File: src/rtl/core/alsd_pkg.sv
`timescale 1ns / 1ps
// Package for the shift-delete array list: sizes, operation and status codes,
// request, response and cell control types. Depends on nothing.
package alsd_pkg;

    localparam int LIST_DEPTH = 16;
    localparam int IDX_W      = (LIST_DEPTH > 1) ? $clog2(LIST_DEPTH) : 1;
    localparam int CNT_W      = $clog2(LIST_DEPTH + 1);
    localparam int NXT_W      = $clog2(LIST_DEPTH + 2);
    localparam int DATA_W     = 32;
    localparam int ICNT_W     = 5;

    typedef enum logic [1:0] {
        FN_INSERT = 2'd0,
        FN_REMOVE = 2'd1,
        FN_FIRST  = 2'd2,
        FN_NEXT   = 2'd3
    } t_func;

    typedef enum logic [2:0] {
        ST_OK       = 3'd0,
        ST_FULL     = 3'd1,
        ST_EMPTY    = 3'd2,
        ST_NOTFOUND = 3'd3,
        ST_END      = 3'd4
    } t_status;

    typedef enum logic {
        S_IDLE = 1'b0,
        S_EXEC = 1'b1
    } t_state;

    typedef struct packed {
        logic [1:0]               func;
        logic signed [DATA_W-1:0] value;
    } t_req;

    typedef struct packed {
        logic [2:0]               status;
        logic signed [DATA_W-1:0] read_value;
        logic                     is_empty;
        logic [ICNT_W-1:0]        item_count;
    } t_rsp;

    // Control broadcast to every cell of the list.
    typedef struct packed {
        logic                     capture;
        logic                     ins;
        logic                     shift;
        logic [CNT_W-1:0]         count;
        logic signed [DATA_W-1:0] value;
    } t_cell_ctl;

endpackage

File: src/rtl/core/alsd_cell.sv
`timescale 1ns / 1ps
// One storage cell of the shift-delete list: holds a word and its match flag.
// Depends on alsd_pkg.
module alsd_cell (
    input  logic                              i_clk,
    input  logic [alsd_pkg::IDX_W-1:0]        i_index,
    input  alsd_pkg::t_cell_ctl               i_ctl,
    input  logic                              i_hit_below,
    input  logic signed [alsd_pkg::DATA_W-1:0] i_next_entry,
    output logic                              o_hit_upto,
    output logic signed [alsd_pkg::DATA_W-1:0] o_entry
);

    logic signed [alsd_pkg::DATA_W-1:0] r_entry;
    logic                               r_match;
    logic [alsd_pkg::CNT_W-1:0]         w_pos;

    assign w_pos      = alsd_pkg::CNT_W'(i_index);
    assign o_hit_upto = i_hit_below | r_match;
    assign o_entry    = r_entry;

    // The match flag only counts for occupied positions.
    always_ff @(posedge i_clk) begin
        if (i_ctl.capture) begin
            r_match <= (r_entry == i_ctl.value) && (w_pos < i_ctl.count);
        end
    end

    // From the first match upwards every cell takes its upper neighbour's word.
    always_ff @(posedge i_clk) begin
        if (i_ctl.ins && (w_pos == i_ctl.count)) begin
            r_entry <= i_ctl.value;
        end else if (i_ctl.shift && o_hit_upto) begin
            r_entry <= i_next_entry;
        end
    end

endmodule

File: src/rtl/core/array_list_shift_delete_unit.sv
`timescale 1ns / 1ps
// Top level of the shift-delete array list: control, cursor and response
// register around a chain of alsd_cell instances. Depends on alsd_pkg.
//
// This block keeps an ordered list of up to LIST_DEPTH signed 32-bit words in
// a row of cells, together with a read cursor. Each request carries an
// operation: insert appends at the tail, remove deletes the first word equal
// to the value and closes the gap, first and next walk the list. Every
// request yields exactly one response with a status, the word read (minus one
// at end of list, zero for insert and remove), the empty flag and the count.
// Once a request is accepted every cell compares its word with the request
// value in parallel and registers its match flag; in the execute state that
// follows, the first match is resolved along the cell chain, the cells shift
// or load, and the response register is loaded. The block then accepts the
// next request at once, but takes no new request while one is executing.
// While a response is held by a stalled consumer, an accepted request waits
// in its execute state and new requests are stalled until it has completed.
module array_list_shift_delete_unit (
    input  logic            i_clk,
    input  logic            i_rst_n,
    input  logic            i_req_valid,
    output logic            o_req_stall,
    input  alsd_pkg::t_req  i_req,
    output logic            o_rsp_valid,
    input  logic            i_rsp_stall,
    output alsd_pkg::t_rsp  o_rsp
);

    localparam int DEPTH = alsd_pkg::LIST_DEPTH;

    alsd_pkg::t_state                    r_state;
    alsd_pkg::t_state                    n_state;
    alsd_pkg::t_func                     r_func;
    logic signed [alsd_pkg::DATA_W-1:0]  r_value;
    logic [alsd_pkg::CNT_W-1:0]          r_count;
    logic [alsd_pkg::CNT_W-1:0]          n_count;
    // Position the next read will look at; the cursor itself plus one.
    logic [alsd_pkg::NXT_W-1:0]          r_nxt;
    logic [alsd_pkg::NXT_W-1:0]          n_nxt;
    logic                                r_rsp_valid;
    alsd_pkg::t_rsp                      r_rsp;
    alsd_pkg::t_rsp                      n_rsp;

    logic                                w_capture;
    logic                                w_fire;
    logic                                w_ins;
    logic                                w_shift;
    logic [alsd_pkg::NXT_W-1:0]          w_pos;
    logic signed [alsd_pkg::DATA_W-1:0]  w_rd_data;
    alsd_pkg::t_cell_ctl                 w_ctl;

    logic                                w_hit [DEPTH+1];
    logic signed [alsd_pkg::DATA_W-1:0]  w_entry [DEPTH];

    // ------------------------------------------------------------------
    // Cell chain. The hit signal ripples upwards from the bottom cell, so
    // each cell knows whether the first match lies at or below it.
    // ------------------------------------------------------------------
    assign w_hit[0] = 1'b0;

    generate
        for (genvar g = 0; g < DEPTH; g++) begin : g_cell
            logic signed [alsd_pkg::DATA_W-1:0] w_above;
            if (g == DEPTH - 1) begin : g_top
                assign w_above = w_entry[g];
            end else begin : g_mid
                assign w_above = w_entry[g+1];
            end
            alsd_cell u_cell (
                .i_clk        (i_clk),
                .i_index      (alsd_pkg::IDX_W'(g)),
                .i_ctl        (w_ctl),
                .i_hit_below  (w_hit[g]),
                .i_next_entry (w_above),
                .o_hit_upto   (w_hit[g+1]),
                .o_entry      (w_entry[g])
            );
        end
    endgenerate

    assign w_ctl.capture = w_capture;
    assign w_ctl.ins     = w_ins;
    assign w_ctl.shift   = w_shift;
    assign w_ctl.count   = r_count;
    assign w_ctl.value   = (r_state == alsd_pkg::S_IDLE) ? i_req.value : r_value;

    // ------------------------------------------------------------------
    // Sequencer: next state.
    // ------------------------------------------------------------------
    always_comb begin
        n_state = r_state;
        unique case (r_state)
            alsd_pkg::S_IDLE: begin
                if (i_req_valid) begin
                    n_state = alsd_pkg::S_EXEC;
                end
            end
            alsd_pkg::S_EXEC: begin
                if (!r_rsp_valid || !i_rsp_stall) begin
                    n_state = alsd_pkg::S_IDLE;
                end
            end
            default: n_state = alsd_pkg::S_IDLE;
        endcase
    end

    // Sequencer: outputs.
    always_comb begin
        o_req_stall = 1'b0;
        w_capture   = 1'b0;
        w_fire      = 1'b0;
        unique case (r_state)
            alsd_pkg::S_IDLE: begin
                w_capture = i_req_valid;
            end
            alsd_pkg::S_EXEC: begin
                o_req_stall = 1'b1;
                w_fire      = !r_rsp_valid || !i_rsp_stall;
            end
            default: o_req_stall = 1'b1;
        endcase
    end

    // ------------------------------------------------------------------
    // Execute state of a request: decide the outcome and the new state.
    // ------------------------------------------------------------------
    assign w_rd_data = w_entry[w_pos[alsd_pkg::IDX_W-1:0]];

    always_comb begin
        n_count          = r_count;
        n_nxt            = r_nxt;
        w_ins            = 1'b0;
        w_shift          = 1'b0;
        w_pos            = '0;
        n_rsp.status     = alsd_pkg::ST_OK;
        n_rsp.read_value = '0;
        unique case (r_func)
            alsd_pkg::FN_INSERT: begin
                if (r_count >= alsd_pkg::CNT_W'(DEPTH)) begin
                    n_rsp.status = alsd_pkg::ST_FULL;
                end else begin
                    w_ins   = w_fire;
                    n_count = r_count + alsd_pkg::CNT_W'(1);
                end
            end
            alsd_pkg::FN_REMOVE: begin
                if (r_count == '0) begin
                    n_rsp.status = alsd_pkg::ST_EMPTY;
                end else if (!w_hit[DEPTH]) begin
                    n_rsp.status = alsd_pkg::ST_NOTFOUND;
                end else begin
                    w_shift = w_fire;
                    n_count = r_count - alsd_pkg::CNT_W'(1);
                end
            end
            alsd_pkg::FN_FIRST, alsd_pkg::FN_NEXT: begin
                w_pos = (r_func == alsd_pkg::FN_FIRST) ? '0 : r_nxt;
                if (w_pos >= alsd_pkg::NXT_W'(r_count)) begin
                    // Past the tail: the cursor parks one beyond the last word.
                    n_rsp.status     = alsd_pkg::ST_END;
                    n_rsp.read_value = '1;
                    n_nxt            = alsd_pkg::NXT_W'(r_count) + alsd_pkg::NXT_W'(1);
                end else begin
                    n_rsp.read_value = w_rd_data;
                    n_nxt            = w_pos + alsd_pkg::NXT_W'(1);
                end
            end
            default: n_rsp.status = alsd_pkg::ST_OK;
        endcase
        n_rsp.is_empty   = (n_count == '0);
        n_rsp.item_count = alsd_pkg::ICNT_W'(n_count);
    end

    // ------------------------------------------------------------------
    // Registers.
    // ------------------------------------------------------------------
    always_ff @(posedge i_clk) begin
        if (!i_rst_n) begin
            r_state     <= alsd_pkg::S_IDLE;
            r_count     <= '0;
            r_nxt       <= '0;
            r_rsp_valid <= 1'b0;
        end else begin
            r_state <= n_state;
            if (w_fire) begin
                r_count     <= n_count;
                r_nxt       <= n_nxt;
                r_rsp_valid <= 1'b1;
            end else if (!i_rsp_stall) begin
                r_rsp_valid <= 1'b0;
            end
        end
    end

    always_ff @(posedge i_clk) begin
        if (w_capture) begin
            r_func  <= alsd_pkg::t_func'(i_req.func);
            r_value <= i_req.value;
        end
        if (w_fire) begin
            r_rsp <= n_rsp;
        end
    end

    assign o_rsp_valid = r_rsp_valid;
    assign o_rsp       = r_rsp;

    // ------------------------------------------------------------------
    // Assertions.
    // ------------------------------------------------------------------
    a_count_bound: assert property (@(posedge i_clk) disable iff (!i_rst_n)
        r_count <= alsd_pkg::CNT_W'(DEPTH))
        else $error("list count exceeds the depth");

    a_accept_exec: assert property (@(posedge i_clk) disable iff (!i_rst_n)
        (i_req_valid && !o_req_stall) |=> (r_state == alsd_pkg::S_EXEC))
        else $error("accepted request did not enter its second cycle");

    a_insert_grows: assert property (@(posedge i_clk) disable iff (!i_rst_n)
        (w_fire && r_func == alsd_pkg::FN_INSERT && r_count < alsd_pkg::CNT_W'(DEPTH))
        |=> (r_count == $past(r_count) + alsd_pkg::CNT_W'(1)))
        else $error("insert did not grow the list");

    a_remove_hit: assert property (@(posedge i_clk) disable iff (!i_rst_n)
        (w_fire && r_func == alsd_pkg::FN_REMOVE && r_count != '0 && w_hit[DEPTH])
        |=> (r_count == $past(r_count) - alsd_pkg::CNT_W'(1)))
        else $error("remove with a match did not shrink the list");

    a_rsp_from_exec: assert property (@(posedge i_clk) disable iff (!i_rst_n)
        $rose(o_rsp_valid) |-> ($past(r_state) == alsd_pkg::S_EXEC))
        else $error("response appeared without a request being completed");

endmodule

File: config.mk
export PLATFORM = sky130hd
export DESIGN_NAME = array_list_shift_delete_unit
export DESIGN_NICKNAME = d
export VERILOG_FILES = /design/src/rtl/core/alsd_pkg.sv /design/src/rtl/core/alsd_cell.sv /design/src/rtl/core/array_list_shift_delete_unit.sv
export SDC_FILE = /design/constraint.sdc
export NUM_CORES = 2
export LEC_CHECK = 0
export BUFFER_PORTS_ARGS = -buffer_cell sky130_fd_sc_hd__buf_2
export CORE_MARGIN = 1.5
export CORE_UTILIZATION = 30
export DETAILED_ROUTE_END_ITERATION = 8
export GPL_TIMING_DRIVEN = 0
export PLACE_DENSITY = 0.45
export SKIP_LAST_GASP = 1
export SLEW_MARGIN = 10
export SYNTH_ARGS = -nofsm -noshare
export SYNTH_HDL_FRONTEND = slang
export SYNTH_SLANG_ARGS = --single-unit
File: constraint.sdc
create_clock -name i_clk -period 6.4 [get_ports i_clk]
set_input_delay 0.64 -clock i_clk [delete_from_list [all_inputs] [get_ports i_clk]]
set_output_delay 0.64 -clock i_clk [all_outputs]
set_load 0.1 [all_outputs]
==> flow_metrics.py <==
metrics = {
    "clock_network": {
        "cts_setup_buffers": 0,
        "ctsHoldBuffers": 0,
        "cts_tree": "done",
        "insertion_delay_ns": 0.68,
        "clock-sinks": 615,
        "cts.path.max_buffers": 3,
        "cts_made_buffers": 77,
        "cts_root_buffer": "clkbuf_16",
        "clkTransAtPathRegs_ns": 0.06,
        "htree_levels": 3,
        "cts_resized": 1,
    },
    "synthesis": {
        "synthFlopType": "edfxtp_1",
        "synth_area_leader_cell": "edfxtp_1",
        "synth.distinct_cells": 56,
        "synth_seq_cells": 615,
        "seq_area_frac_synth_pct": 52.2,
        "yosys.area.top_type_share_pct": 51.5,
        "syn_area_um2": 35200,
        "ys_async_sr_fraction_pct": 0,
        "syn_nets": 3744,
        "yosys-top-cells-area": "edfxtp_1, nand2_1, xor2_1",
        "synth_edf_count": 603,
        "postSynthCellCount": 3695,
        "synth_commonest_cells": "nand2_1, edfxtp_1, o21ai_0",
        "syn_avg_cell_area_um2": 9.52,
        "yosysMostFrequentCell": "nand2_1",
        "yosysWarnings": 0,
    },
    "setup_path": {
        "startpoint": "r_func[1]",
        "cp-start-kind": "flip-flop",
        "path_cells": "clkbuf_1 > nand2b_1 > nand2_2 > clkbuf_1 > clkbuf_2 > ha_1 > nand2b_1 > a21o_1 > a21oi_1 > o21ai_0 > nand2_1 > clkdlybuf4s15_1 > nand3_1",
        "r2r_cells": 13,
        "endpoint": "o_rsp[19]",
        "regToRegEndpoint": "o_rsp[19]",
        "rrSetupSlack_ns": 0.11,
        "critPathMaxFanout": 10,
        "rr_startpoint": "r_func[1]",
        "critical_path_class": "flip-flop to flip-flop",
        "worstPathRequired_ns": 6.73,
        "cp.arrival_ns": 6.62,
        "worstSetupEndpointType": "flip-flop",
        "slowest_stage": "clkdlybuf4s15_1",
        "max_stage_delay_ns": 0.78,
    },
    "routing": {
        "first_iter_violations": 4156,
        "routed_wl_mm": 181,
        "firstDrtPassIters": 6,
        "dr_total_vias": 30100,
        "drc": 0,
        "vias_per_cell": 5.51,
        "wire_per_inst_um": 33.2,
        "ant_nets": 0,
    },
    "power_and_ir_drop": {
        "irDropWorstVdd_mv": 0.196,
        "power_density_nw_per_um2": 268,
        "leakage_nw": 14.4,
    },
    "finish": {
        "seq_area_um2": 18300,
        "multiInputGateArea_um2": 15500,
        "fin_nets": 3928,
        "drive_gt1_share_pct": 8.38,
        "fin_util_pct": 34.9,
        "area_growth_pct": 15.2,
        "final_area_um2": 40500,
        "fill_cells": 12000,
        "final_cells": 5464,
    },
    "floorplan": {
        "dieArea_um2": 119000,
        "die_h_um": 345,
        "fp.dieW_um": 345,
        "ios": 81,
        "rows": 125,
        "initial_core_util_pct": 30.3,
        "coreArea_um2": 116000,
    },
    "timing": {
        "rsz0062_at_grt": "false",
        "worst_clock_skew_ns": 0.0358,
        "finalSetupViolCount": 0,
        "hold_violations": 0,
        "slew_viol_final": 0,
        "period_minus_slack_ns": 6.29,
        "relSlewSlack_pct": 3.26,
        "fmax_mhz": 159,
        "holdWs_ns": 0.158,
        "finalCritPeriodShare_pct": 98.2,
        "worst_slew_pin_slew_ns": 1.45,
    },
    "place": {
        "io_buffers": 80,
        "placed_cells": 5324,
        "placed_area_um2": 38100,
        "routabilityCongestion": 1.07,
        "hpwl_mm": 151,
    },
    "global_routing": {
        "antenna_found_initial": 9,
        "grt_use_total_pct": 29.6,
        "grt_pass1_wl_mm": 240,
        "grt_pass1_vias": 28000,
        "overflow": 0,
        "grt_max_degree": 39,
    },
    "job": {
        "maxCapViolCount": 0,
    },
    "status": {
        "status": "completed",
    },
    "min_path": {
        "hp-class": "input port to flip-flop",
    },
}
-- power by group --
group,switching [mW],internal [mW],total (mW)
clock,1.86,2.48,4.34
combinational,1.49,0.413,1.91
sequential,0.0780,4.53,4.61
-- routing by layer --
metal	track usage (%)	wire [µm]
met1	39.4	75900
met2	45.2	78900
met3	4.58	13900
met4	17.8	12600
met5	0	0
-- final cells by class --
type                            count  area share (%)
Inverter                           45           0.423
Multi-Input combinational cell   2729            38.4
Buffer                            306            3.14
Antenna cell                        2          0.0124
Sequential cell                   615            45.3
Timing Repair Buffer              105            2.13
Clock buffer                      104            5.24
Clock inverter                     34           0.683
Tap cell                         1524            4.71
-- registers in the layout, summed over array words and instances (netlist names) --
name and count:
o_rsp_valid 1, o_rsp 41, g_cell.u_cell.r_match 16, r_count 5
r_state 1, r_value 32, r_func 2, r_nxt 5
g_cell.u_cell.o_entry 512
-- worst min path at each step --
stage                      from          end  slack [ns]  depth (start not counted)
finish                i_req[33]    r_func[1]        0.16                          1
global route          i_req[33]    r_func[1]        0.14                          1
CTS                   i_req[33]    r_func[1]        0.13                          1
detailed placement  o_rsp_valid  o_rsp_valid        0.50                          2
global placement    o_rsp_valid  o_rsp_valid        0.49                          2
floorplan              r_nxt[4]     r_nxt[4]        0.48                          2
-- logic make-up after synthesis --
| group | after synthesis | share of synthesized area [%] |
|---|---|---|
| DFF | 615 | 52.2 |
| AOI/OAI and AO/OA | 653 | 9.83 |
| and+or+nand+nor | 1513 | 19.0 |
| xor gates and xnor gates | 518 | 12.9 |
| buffers and inverters | 351 | 4.07 |
| adders and majority gates | 11 | 0.391 |
| muxes | 34 | 1.62 |
-- metrics by stage --
| stage | TNS (ns) | setup slack, ns | total power [mW] |
|---|---|---|---|
| floorplan | 0 | 0.347 | 5.64 |
| global placement | -510.71 | -2.20 | 6.51 |
| detailed placement | -2.79 | -0.207 | 6.53 |
| CTS | 0 | 0.0668 | 10.8 |
| global route | 0 | 0.192 | 11.0 |
| finish | 0 | 0.114 | 10.8 |
-- cell usage in the layout (no fill, tap or decap), drive strengths merged, types with 16 or more instances in the layout --
| cell | instances |
|---|---|
| xnor2 | 220 |
| o22ai | 34 |
| o21ai | 409 |
| a31oi | 33 |
| nor3 | 16 |
| inv | 48 |
| clkinv | 25 |
| buf | 177 |
| mux2i | 33 |
| edfxtp | 603 |
| nand3 | 253 |
| clkbuf | 337 |
| a21oi | 145 |
| nor2 | 124 |
| nand4 | 152 |
| nand2 | 867 |
| nor4 | 75 |
| xor2 | 298 |
-- critical path, delay by kind of cell (launching register included) --
family	cells	cell delay, ns
AOI/OAI and AO/OA	3	0.71
adders and majority gates	1	0.32
DFF	1	0.44
buffers and inverters	4	2.44
and+or+nand+nor	5	2.02
No activity file was read; power rests on OpenSTA's default activity.
